`config.mk`:
```
export PLATFORM = sky130hd
export DESIGN_NAME = hex_dump_formatter_unit
export DESIGN_NICKNAME = d
export VERILOG_FILES = /design/src/design/hdf_pkg.sv /design/src/design/hdf_useq.sv /design/src/design/hex_dump_formatter_unit.sv
export SDC_FILE = /design/constraint.sdc
export NUM_CORES = 1
export LEC_CHECK = 0
export BUFFER_PORTS_ARGS = -buffer_cell sky130_fd_sc_hd__buf_2
export CAP_MARGIN = 10
export CORE_ASPECT_RATIO = 0.7
export CORE_UTILIZATION = 55
export DETAILED_ROUTE_END_ITERATION = 16
export GPL_TIMING_DRIVEN = 0
export PLACE_DENSITY_LB_ADDON = 0.1
export SETUP_SLACK_MARGIN = 0.4
export SYNTH_ARGS = -nofsm -noshare
export SYNTH_HDL_FRONTEND = slang
export SYNTH_HIERARCHICAL = 1
export SYNTH_SLANG_ARGS = --single-unit
```
`constraint.sdc`:
```
create_clock -name clock -period 4.05 [get_ports clock]
set_input_delay 0.2025 -clock clock [delete_from_list [all_inputs] [get_ports clock]]
set_output_delay 0.2025 -clock clock [all_outputs]
set_load 0.005 [all_outputs]
```
`src/design/hdf_pkg.sv`:
```
`timescale 1ns / 1ps

package hdf_pkg;

   // Line geometry and fixed characters
   localparam logic [4:0] LINE_LEN     = 5'd16;
   localparam logic [4:0] LINE_HALF    = 5'd8;
   localparam logic [5:0] ASCII_COLUMN = 6'd51;
   localparam logic [7:0] CH_SPACE     = 8'h20;
   localparam logic [7:0] CH_TAB       = 8'h09;
   localparam logic [7:0] CH_CR        = 8'h0d;
   localparam logic [7:0] CH_LF        = 8'h0a;
   localparam logic [7:0] CH_DOT       = 8'h2e;
   localparam logic [7:0] CH_PRINT_LO  = 8'h20;
   localparam logic [7:0] CH_PRINT_HI  = 8'h7e;

   // Format flag bits
   localparam int FLAG_ASCII = 0;
   localparam int FLAG_ADDR  = 1;

   // Microprogram step addresses
   localparam logic [3:0] ST_IDLE     = 4'd0;
   localparam logic [3:0] ST_ADDR_CHK = 4'd1;
   localparam logic [3:0] ST_ADDR     = 4'd2;
   localparam logic [3:0] ST_TAB      = 4'd3;
   localparam logic [3:0] ST_SEP      = 4'd4;
   localparam logic [3:0] ST_SEP2     = 4'd5;
   localparam logic [3:0] ST_HI       = 4'd6;
   localparam logic [3:0] ST_LO       = 4'd7;
   localparam logic [3:0] ST_ASC_CHK  = 4'd8;
   localparam logic [3:0] ST_PAD      = 4'd9;
   localparam logic [3:0] ST_ASC      = 4'd10;
   localparam logic [3:0] ST_CR       = 4'd11;
   localparam logic [3:0] ST_LF       = 4'd12;

   // Character source of one step
   typedef enum logic [2:0] {
      CS_SPACE,
      CS_TAB,
      CS_CR,
      CS_LF,
      CS_ADDR_DIG,
      CS_HEX_HI,
      CS_HEX_LO,
      CS_ASCII
   } char_sel_type;

   // Branch condition of one step: jump to target when true, else fall through
   typedef enum logic [3:0] {
      CN_NEXT,
      CN_JUMP,
      CN_LINE_MID,
      CN_NO_ADDR,
      CN_LOOP,
      CN_NOT_MID,
      CN_NOT_EOL,
      CN_NO_ASCII,
      CN_MORE_ASCII
   } cond_type;

   typedef struct packed {
      logic         wait_req;
      logic         emit;
      char_sel_type sel;
      cond_type     cond;
      logic [3:0]   target;
      logic         ld_digits;
      logic         ld_pad;
      logic         dec_loop;
      logic         clr_idx;
      logic         inc_idx;
      logic         commit;
      logic         line_end;
   } ctrl_word_type;

   // Datapath status seen by the sequencer
   typedef struct packed {
      logic req_valid;
      logic out_blocked;
      logic line_mid;
      logic mid8;
      logic addr_en;
      logic eol;
      logic ascii_en;
      logic loop_nz;
      logic more_ascii;
   } seq_flags_type;

   function automatic logic [7:0] hex_char(input logic [3:0] nib);
      logic [7:0] c;
      begin
         if (nib < 4'd10) begin
            c = 8'h30 + {4'd0, nib};
         end else begin
            c = 8'h57 + {4'd0, nib};
         end
         return c;
      end
   endfunction

   // Control store
   function automatic ctrl_word_type ucode(input logic [3:0] addr);
      ctrl_word_type w;
      begin
         w = '0;
         case (addr)
            ST_IDLE: begin
               w.wait_req = 1'b1;
               w.cond     = CN_LINE_MID;
               w.target   = ST_SEP;
            end
            ST_ADDR_CHK: begin
               w.ld_digits = 1'b1;
               w.cond      = CN_NO_ADDR;
               w.target    = ST_HI;
            end
            ST_ADDR: begin
               w.emit     = 1'b1;
               w.sel      = CS_ADDR_DIG;
               w.dec_loop = 1'b1;
               w.cond     = CN_LOOP;
               w.target   = ST_ADDR;
            end
            ST_TAB: begin
               w.emit   = 1'b1;
               w.sel    = CS_TAB;
               w.cond   = CN_JUMP;
               w.target = ST_HI;
            end
            ST_SEP: begin
               w.emit   = 1'b1;
               w.sel    = CS_SPACE;
               w.cond   = CN_NOT_MID;
               w.target = ST_HI;
            end
            ST_SEP2: begin
               w.emit = 1'b1;
               w.sel  = CS_SPACE;
            end
            ST_HI: begin
               w.emit = 1'b1;
               w.sel  = CS_HEX_HI;
            end
            ST_LO: begin
               w.emit   = 1'b1;
               w.sel    = CS_HEX_LO;
               w.commit = 1'b1;
               w.cond   = CN_NOT_EOL;
               w.target = ST_IDLE;
            end
            ST_ASC_CHK: begin
               w.ld_pad  = 1'b1;
               w.clr_idx = 1'b1;
               w.cond    = CN_NO_ASCII;
               w.target  = ST_CR;
            end
            ST_PAD: begin
               w.emit     = 1'b1;
               w.sel      = CS_SPACE;
               w.dec_loop = 1'b1;
               w.cond     = CN_LOOP;
               w.target   = ST_PAD;
            end
            ST_ASC: begin
               w.emit    = 1'b1;
               w.sel     = CS_ASCII;
               w.inc_idx = 1'b1;
               w.cond    = CN_MORE_ASCII;
               w.target  = ST_ASC;
            end
            ST_CR: begin
               w.emit = 1'b1;
               w.sel  = CS_CR;
            end
            ST_LF: begin
               w.emit     = 1'b1;
               w.sel      = CS_LF;
               w.line_end = 1'b1;
               w.cond     = CN_JUMP;
               w.target   = ST_IDLE;
            end
            default: begin
               w.cond   = CN_JUMP;
               w.target = ST_IDLE;
            end
         endcase
         return w;
      end
   endfunction

endpackage

```
`src/design/hdf_useq.sv`:
```
`timescale 1ns / 1ps

module hdf_useq (
   input  logic                   clock,
   input  logic                   reset,
   input  hdf_pkg::seq_flags_type flags,
   output hdf_pkg::ctrl_word_type ucw,
   output logic                   advance
);

   logic [3:0] upc_ff;
   logic [3:0] upc_in;
   logic       taken;

   // Fetch the control word of the current step
   assign ucw = hdf_pkg::ucode(upc_ff);

   // Hold on a blocked output or while waiting for a request
   assign advance = !(ucw.emit && flags.out_blocked) && !(ucw.wait_req && !flags.req_valid);

   // Evaluate the branch condition
   always_comb begin
      case (ucw.cond)
         hdf_pkg::CN_NEXT:       taken = 1'b0;
         hdf_pkg::CN_JUMP:       taken = 1'b1;
         hdf_pkg::CN_LINE_MID:   taken = flags.line_mid;
         hdf_pkg::CN_NO_ADDR:    taken = !flags.addr_en;
         hdf_pkg::CN_LOOP:       taken = flags.loop_nz;
         hdf_pkg::CN_NOT_MID:    taken = !flags.mid8;
         hdf_pkg::CN_NOT_EOL:    taken = !flags.eol;
         hdf_pkg::CN_NO_ASCII:   taken = !flags.ascii_en;
         hdf_pkg::CN_MORE_ASCII: taken = flags.more_ascii;
         default:                taken = 1'b0;
      endcase
   end

   // Select the next step
   always_comb begin
      if (!advance) begin
         upc_in = upc_ff;
      end else if (taken) begin
         upc_in = ucw.target;
      end else begin
         upc_in = upc_ff + 4'd1;
      end
   end

   always_ff @(posedge clock) begin
      if (reset) begin
         upc_ff <= hdf_pkg::ST_IDLE;
      end else begin
         upc_ff <= upc_in;
      end
   end

endmodule

```
`src/design/hex_dump_formatter_unit.sv`:
```
`timescale 1ns / 1ps

// Channel   Ports                                          Direction
// req       req_valid/req_ready, req_data_byte, req_end_of_data   in
// rsp       rsp_valid/rsp_ready, rsp_text_char, rsp_run_last,     out
//           rsp_dump_done
// csr       csr_wr_en, csr_wr_data (format flags)                 in
//
// A microprogram emits one text character per cycle into a single output
// register. A byte in mid-line emits a space and its two hex digits (two
// spaces after the eighth byte); a line start with the prefix on first emits
// the address digits and a tab. A line end emits pad and the ASCII column if
// on, then CR and LF. The sequencer holds while rsp is stalled.
// Synchronous active-high reset clears the step counter, count and offset.

module hex_dump_formatter_unit #(
   parameter int OFFSET_BITS = 32
) (
   input  logic       clock,
   input  logic       reset,
   input  logic       req_valid,
   output logic       req_ready,
   input  logic [7:0] req_data_byte,
   input  logic       req_end_of_data,
   output logic       rsp_valid,
   input  logic       rsp_ready,
   output logic [7:0] rsp_text_char,
   output logic       rsp_run_last,
   output logic       rsp_dump_done,
   input  logic       csr_wr_en,
   input  logic [1:0] csr_wr_data
);

   hdf_pkg::ctrl_word_type ucw;
   hdf_pkg::seq_flags_type flags;
   logic                   advance;
   logic                   req_accept;

   logic [1:0]             flags_ff;
   logic [7:0]             byte_ff;
   logic                   last_ff;
   logic [4:0]             count_ff;
   logic [4:0]             count_in;
   logic [OFFSET_BITS-1:0] offset_ff;
   logic [OFFSET_BITS-1:0] offset_in;
   logic [5:0]             loop_ff;
   logic [5:0]             loop_in;
   logic [3:0]             idx_ff;
   logic [3:0]             idx_in;
   logic [7:0]             line_buf [16];

   logic                   rsp_valid_ff;
   logic [7:0]             rsp_char_ff;
   logic                   rsp_run_last_ff;
   logic                   rsp_dump_done_ff;

   logic [31:0]            addr_ext;
   logic [2:0]             top_nib;
   logic [5:0]             digits_m1;
   logic [5:0]             k6;
   logic [5:0]             hexw;
   logic [5:0]             pad_m1;
   logic [7:0]             buf_char;
   logic [7:0]             char_out;
   logic                   run_last_out;
   logic                   emit_go;

   hdf_useq u_useq (
      .clock   (clock),
      .reset   (reset),
      .flags   (flags),
      .ucw     (ucw),
      .advance (advance)
   );

   assign req_ready  = ucw.wait_req;
   assign req_accept = req_valid && req_ready;
   assign emit_go    = advance && ucw.emit;

   // Status for branch decisions
   always_comb begin
      flags.req_valid   = req_valid;
      flags.out_blocked = rsp_valid_ff && !rsp_ready;
      flags.line_mid    = count_ff != 5'd0;
      flags.mid8        = count_ff == hdf_pkg::LINE_HALF;
      flags.addr_en     = flags_ff[hdf_pkg::FLAG_ADDR];
      flags.eol         = (count_ff == hdf_pkg::LINE_LEN - 5'd1) || last_ff;
      flags.ascii_en    = flags_ff[hdf_pkg::FLAG_ASCII];
      flags.loop_nz     = loop_ff != 6'd0;
      flags.more_ascii  = ({1'b0, idx_ff} + 5'd1) != count_ff;
   end

   // Find the highest nonzero address nibble, at least four digits
   assign addr_ext = 32'(offset_ff);
   always_comb begin
      top_nib = 3'd0;
      for (int i = 0; i < 8; i++) begin
         if (addr_ext[4*i +: 4] != 4'd0) begin
            top_nib = 3'(i);
         end
      end
      digits_m1 = (top_nib < 3'd3) ? 6'd3 : {3'd0, top_nib};
   end

   // Pad length to the ASCII column, less one
   always_comb begin
      k6     = {1'b0, count_ff};
      hexw   = (k6 << 1) + k6 - 6'd1 + {5'd0, count_ff > hdf_pkg::LINE_HALF};
      pad_m1 = (hdf_pkg::ASCII_COLUMN - 6'd1) - hexw;
   end

   // Pick the character of the current step
   always_comb begin
      buf_char = line_buf[idx_ff];
      case (ucw.sel)
         hdf_pkg::CS_SPACE:    char_out = hdf_pkg::CH_SPACE;
         hdf_pkg::CS_TAB:      char_out = hdf_pkg::CH_TAB;
         hdf_pkg::CS_CR:       char_out = hdf_pkg::CH_CR;
         hdf_pkg::CS_LF:       char_out = hdf_pkg::CH_LF;
         hdf_pkg::CS_ADDR_DIG: char_out = hdf_pkg::hex_char(addr_ext[4*loop_ff[2:0] +: 4]);
         hdf_pkg::CS_HEX_HI:   char_out = hdf_pkg::hex_char(byte_ff[7:4]);
         hdf_pkg::CS_HEX_LO:   char_out = hdf_pkg::hex_char(byte_ff[3:0]);
         hdf_pkg::CS_ASCII: begin
            if (buf_char >= hdf_pkg::CH_PRINT_LO && buf_char <= hdf_pkg::CH_PRINT_HI) begin
               char_out = buf_char;
            end else begin
               char_out = hdf_pkg::CH_DOT;
            end
         end
         default:              char_out = hdf_pkg::CH_SPACE;
      endcase
      run_last_out = ucw.line_end || (ucw.commit && !flags.eol);
   end

   // Next values of counters and offset
   always_comb begin
      count_in  = count_ff;
      offset_in = offset_ff;
      loop_in   = loop_ff;
      idx_in    = idx_ff;
      if (advance) begin
         if (ucw.commit) begin
            count_in  = count_ff + 5'd1;
            offset_in = offset_ff + OFFSET_BITS'(1);
         end
         if (ucw.line_end) begin
            count_in = 5'd0;
            if (last_ff) begin
               offset_in = '0;
            end
         end
         if (ucw.ld_digits) begin
            loop_in = digits_m1;
         end else if (ucw.ld_pad) begin
            loop_in = pad_m1;
         end else if (ucw.dec_loop && loop_ff != 6'd0) begin
            loop_in = loop_ff - 6'd1;
         end
         if (ucw.clr_idx) begin
            idx_in = 4'd0;
         end else if (ucw.inc_idx) begin
            idx_in = idx_ff + 4'd1;
         end
      end
   end

   // Control state
   always_ff @(posedge clock) begin
      if (reset) begin
         flags_ff     <= 2'd0;
         count_ff     <= 5'd0;
         offset_ff    <= '0;
         rsp_valid_ff <= 1'b0;
      end else begin
         if (csr_wr_en) begin
            flags_ff <= csr_wr_data;
         end
         count_ff  <= count_in;
         offset_ff <= offset_in;
         if (emit_go) begin
            rsp_valid_ff <= 1'b1;
         end else if (rsp_ready) begin
            rsp_valid_ff <= 1'b0;
         end
      end
   end

   // Payload, loop counter and line buffer
   always_ff @(posedge clock) begin
      loop_ff <= loop_in;
      idx_ff  <= idx_in;
      if (req_accept) begin
         byte_ff <= req_data_byte;
         last_ff <= req_end_of_data;
      end
      if (advance && ucw.commit) begin
         line_buf[count_ff[3:0]] <= byte_ff;
      end
      if (emit_go) begin
         rsp_char_ff      <= char_out;
         rsp_run_last_ff  <= run_last_out;
         rsp_dump_done_ff <= ucw.line_end && last_ff;
      end
   end

   assign rsp_valid     = rsp_valid_ff;
   assign rsp_text_char = rsp_char_ff;
   assign rsp_run_last  = rsp_run_last_ff;
   assign rsp_dump_done = rsp_dump_done_ff;

`ifndef SYNTHESIS
   a_idle_count : assert property (@(posedge clock) disable iff (reset)
      req_ready |-> count_ff < hdf_pkg::LINE_LEN)
      else $error("line count full while waiting for a byte");

   a_leave_idle : assert property (@(posedge clock) disable iff (reset)
      req_accept |=> !req_ready)
      else $error("sequencer did not start on an accepted byte");

   a_done_last : assert property (@(posedge clock) disable iff (reset)
      rsp_valid_ff && rsp_dump_done_ff |-> rsp_run_last_ff)
      else $error("dump end without end of byte run");
`endif

endmodule
```
==> results.toml, run 1 <==
[outcome]
outcome = "complete, no violations"

[synth]
synthCells = 787
yosys_warnings = 6
avgSynthCellArea_um2 = 12.8
synthesis.nets = 833
syn_area_um2 = 10100

[cts]
root_buffer = "clkbuf_16"
numCtsBuffers = 21
h-tree-depth = 1
cts_buffer_depth = 3
cts_tree = "yes"
cts.sink_count = 205
insertion_delay_ns = 0.51
path_clk_slew_ns = 0.06

[route]
vias_per_cell = 6.09
wl_per_cell_um = 21.1
initialDrtViolationCount = 535
vias = 6688
wl_mm = 23.2
dr.pass1.iters = 5
drcViolationCount = 0
ant_nets = 0

[setup_path]
cp-end-kind = "register"
critPathLaunchType = "register"
rr_startpoint = "u_useq/upc_ff[0]$_SDFFE_PP0P_"
crit_fanout = 12
r2r-end = "addr_ext[30]$_SDFFE_PP0P_"
r2r_slack_ns = 0.62
critPathArrivalTime_ns = 3.81
critPathKind = "reg2reg"
setup.worst_path.start = "u_useq/upc_ff[0]$_SDFFE_PP0P_"
crit_required_ns = 4.42
reg2reg_depth = 14

[timing]
post-route-min-period_ns = 3.43
worst_slack_ns = 0.619
tns_ns = 0
worstMarginPinSlew_ns = 0.798
finalSetupViolations = 0
rsz0062_at_grt = "no"
period_share_pct = 84.7
slew_headroom_pct = 46.8
fmax_mhz = 292
hold_viol_final = 0
maxSlewViolCount = 0
skew_ns = 0.0130

[finish]
layout.cells.non_filler = 1099
layout.nets = 899
layout-drive-gt1-share_pct = 16.2
syn2layout_area_growth_pct = 13.9
finish.utilization_pct = 65.5
num_antenna_cells = 0
final_area_um2 = 11500

[place]
dp.cells = 1045
dp_worst_setup_slack_ns = 0.423
place_area_um2 = 10500
dpl.hpwl_mm = 15.6
gp_congestion = 0.884
port_buffers = 27

[global_routing]
grt_pass1_vias = 6505
grt_pass1_wl_mm = 36.5
antenna_found_initial = 0
grt_max_degree = 23
grt_overflow = 0
grt_usage_pct = 25.5

[worst_hold_path]
min_from = "req_valid"
hold_path_end = "u_useq/upc_ff[0]$_SDFFE_PP0P_"
min_path_type = "in2reg"
min_path_cells = 4

[die]
floorplan.initialDensity_pct = 57.5
die_w_um = 164
core_um2 = 17500
rows = 40
io_pins = 28
die_h_um = 115
die_area_um2 = 18900

[flow_run]
maxCapViolations = 0

[pwr]
ir_drop_uv = 355
p_leak_nw = 4.18
p_per_area_nw_per_um2 = 506
## layout by cell type, fill, tap and decap left out, types with 13 or more instances in the layout
master	n
nor2_1	70
and3_1	28
clkbuf_16	21
nand3_1	29
clkbuf_1	19
dfxtp_1	48
mux2i_1	18
dlygate4sd3_1	15
nand2_1	44
a21oi_1	32
o21ai_0	26
mux4_2	27
buf_2	33
inv_1	28
xor2_1	24
xnor2_1	18
edfxtp_1	157
nand4_1	13
ha_1	29
## worst max-delay path: stages (launching register included)
cell and delay, ns:
dfxtp_1 0.42, inv_1 0.09, ha_1 0.27, clkbuf_2 0.21, nor2b_2 0.18, nand2_1 0.11
nand3_1 0.20, o21ai_4 0.12, clkinvlp_4 0.21, nand2_2 0.17, or3_1 0.48, or2_1 0.28
nor4_1 0.35, xnor2_1 0.16, nor2_1 0.05
## cell type report
type	instances	area, µm²
Inverter	32	124
Clock buffer	24	557
Timing Repair Buffer	43	293
Clock inverter	14	233
Sequential cell	205	5680
Buffer	36	208
Fill cell	1303	6050
Multi-Input combinational cell	514	4090
Tap cell	231	289
## through the flow
stage / power, mW / hold WS, ns
finish: 5.80 / 0.105
floorplan: 3.31 / 0.272
detailed placement: 3.61 / 0.382
CTS: 5.81 / 0.0804
global route: 6.01 / 0.117
global placement: 3.58 / 0.378
## power breakdown
part           internal, mW  total [mW]  leakage, nW  switching [mW]
logic                 0.388       0.975         1.98           0.586
clock network          1.38        2.21        0.384           0.831
registers              2.47        2.62         1.81           0.145
total                  4.24        5.80         4.18            1.56
## metal layers
metal,GRT usage (%),routed length (µm),vias up
met2,40.1,10800,198
met5,0,0,-
met1,37.4,10800,3350
met3,4.69,1340,27
li1,-,-,3113
met4,5.31,289,0
## worst max-delay path by stage
stage,slack [ns],end,depth (start not counted)
2_1_floorplan,1.11,addr_ext[17]$_SDFFE_PP0P_,14
3_3_place_gp,0.48,addr_ext[17]$_SDFFE_PP0P_,14
3_5_place_dp,0.42,addr_ext[17]$_SDFFE_PP0P_,14
4_1_cts,0.42,addr_ext[27]$_SDFFE_PP0P_,14
5_1_grt,0.39,addr_ext[30]$_SDFFE_PP0P_,14
6_report,0.62,addr_ext[30]$_SDFFE_PP0P_,14
## what timing repair did
item,4_1_cts,5_1_grt
setup buffers,0,1
setup endpoints to repair,0,73
resized for setup,0,8
hold endpoints to repair,16,0
hold buffers,15,0
## registers in the layout (all words and copies together) (netlist names), 4 cells and up, named ones only
signal,cells
addr_ext,32
idx_ff,4
loop_ff,6
rsp_text_char,8
line_buf,128
byte_ff,8
u_useq/upc_ff,4
count_ff,5
(Power assumes the default switching activity.)
==> inputs of run 2 (changes only) <==
clock period = 3.29 ns   (was 4.05 ns; I/O delays follow)
==> results.toml, run 2 (same netlist as run 1, synthesis figures left out) <==
[outcome]
outcome = "complete, no violations"

[setup_path]
cp-end-kind = "register"
critPathLaunchType = "register"
crit_required_ns = 3.70
crit_top_cell = "ha_1"
cp_slowest_stage_delay_ns = 0.50
setup.worst_path.start = "count_ff[0]$_SDFFE_PP0P_"
critPathArrivalTime_ns = 3.21
path_cells = "buf_4 -> ha_1 -> and2_1 -> ha_1 -> nor2_1 -> inv_1 -> and3_1 -> or4_4 -> a21oi_4 -> mux2_1 -> a21oi_1"
crit_fanout = 8
cpMaxStageDelayCell = "or4_4"
rr_startpoint = "count_ff[0]$_SDFFE_PP0P_"
critPathKind = "reg2reg"

[pwr]
ir_drop_uv = 408
power.share.clock_pct = 32.7
p_leak_nw = 4.27
p_per_area_nw_per_um2 = 582
p_int_mw = 4.88
seq_power_share_pct = 47.4
p_sw_mw = 1.92
p_comb_share_pct = 19.9
swShare_pct = 28.2

[place]
gp_congestion = 0.875
dpl.hpwl_mm = 16.0
dp.cells = 1045
port_buffers = 27

[finish]
mostFrequentLayoutCell = "edfxtp_1"
largest_register_ffs = 128
layout.cells.non_filler = 1120
fillers = 1299
num_antenna_cells = 0
syn2layout_area_growth_pct = 16.0
layout_common_cells = "157 x edfxtp_1, 69 x nor2_1, 43 x nand2_1"
layout-drive-gt1-share_pct = 22.8
layout.nets = 920

[die]
die_h_um = 115
die_w_um = 164
rows = 40
io_pins = 28
die_area_um2 = 18900
floorplan.initialDensity_pct = 57.5
core_um2 = 17500

[cts]
numCtsBuffers = 21
cts_tree = "yes"
insertion_delay_ns = 0.50
cts_buffer_depth = 3
path_clk_slew_ns = 0.06
cts.sink_count = 205
root_buffer = "clkbuf_16"
h-tree-depth = 1

[timing]
post-route-min-period_ns = 2.79
fmax_mhz = 358
maxSlewViolCount = 0
skew_ns = 0.0126
hold_viol_final = 0
holdWs_ns = 0.217
period_share_pct = 84.9
tns_ns = 0
slew_headroom_pct = 47.3
finalSetupViolations = 0
rsz0062_at_grt = "yes"
worstMarginPinSlew_ns = 0.791

[route]
vias = 6871
ant_nets = 0
vias_per_cell = 6.13
wl_per_cell_um = 21.3
drcViolationCount = 0
initialDrtViolationCount = 631
dr.pass1.iters = 5
wl_mm = 23.8

[global_routing]
grt_max_degree = 23
grt_usage_pct = 25.9
grt_overflow = 0
grt_pass1_wl_mm = 36.8
antenna_found_initial = 0
grt_pass1_vias = 6487

[worst_hold_path]
min_path_type = "in2reg"
min_from = "req_valid"

[flow_run]
maxCapViolations = 0
[run 2: cell count changes in the layout (fill, tap and decap cells not counted), moves of 5 or more]
cell	before	now
clkbuf_2	1	7
and3_1	28	12
buf_4	5	24
dfxtp_1	48	42
and3_2	1	17
dfxtp_4	0	5
ha_1	29	24
clkinv_1	1	7
bufinv_16	6	1
[run 2: timing repair]
action | CTS | global route
hold endpoints to repair | 16 | 0
buffers inserted | 6 | 15
endpoints found under the setup margin | 179 | 165
gates cloned | 0 | 1
pin swaps | 5 | 8
gates resized for setup | 40 | 42
hold buffers | 15 | 0
[run 2: through the flow]
stage               cell area, µm²  worst slack, ns  total power [mW]  utilization (%)
global placement             10500           -0.229              4.41             60.0
detailed placement           10500           -0.314              4.45             60.0
CTS                          11400            0.283              6.69             65.3
floorplan                    10100            0.398              4.07                -
finish                       11700            0.496              6.80             66.7
global route                 11700            0.355              7.09             66.7
[run 2: worst paths after layout]
path                            depth (start not counted)  slack, ns                            end
worst max register to register                         11       0.50  u_useq/upc_ff[3]$_SDFFE_PP0P_
worst min-delay path                                    5       0.22  u_useq/upc_ff[0]$_SDFFE_PP0P_
worst min register to register                          2       0.51       addr_ext[6]$_SDFFE_PP0P_
worst max-delay path                                   11       0.50  u_useq/upc_ff[3]$_SDFFE_PP0P_
[run 2: power groups by stage]
| stage | clock network (mW) | logic, mW | registers [mW] |
|---|---|---|---|
| 2_1_floorplan | 0 | 0.869 | 3.21 |
| 3_3_place_gp | 0 | 1.15 | 3.25 |
| 3_5_place_dp | 0 | 1.18 | 3.27 |
| 4_1_cts | 2.25 | 1.22 | 3.22 |
| 5_1_grt | 2.37 | 1.48 | 3.24 |
| 6_report | 2.22 | 1.35 | 3.22 |
[run 2: worst max-delay path: cells and delay by family (launching register included)]
kind	cells	cell delay, ns
AND/OR/NAND/NOR	4	0.98
adder cells (fa/ha/maj)	2	0.49
AO/OA/AOI/OAI	2	0.37
flip-flops	1	0.34
multiplexers	1	0.34
buffers and inverters	2	0.22
[run 2: routing by layer]
layer | routed length, µm | part of all wire, % | GRT usage (%)
met2 | 11400 | 48 | 41.7
met5 | 0 | 0 | 0
met4 | 424 | 1.8 | 6.23
met3 | 1470 | 6.2 | 3.57
met1 | 10600 | 44 | 37.6
[run 2: layout make-up]
class                   count  area, µm²  area share, %
clock buffers              27        558           4.78
plain buffers              36        226           1.94
well taps                 231        289           2.47
clock inverters            11       76.3          0.653
multi-input cells         514       4240           36.3
repair buffers             63        463           3.96
flip-flops and latches    205       5700           48.8
repair inverters            1       5.00         0.0428
inverters                  32        125           1.07
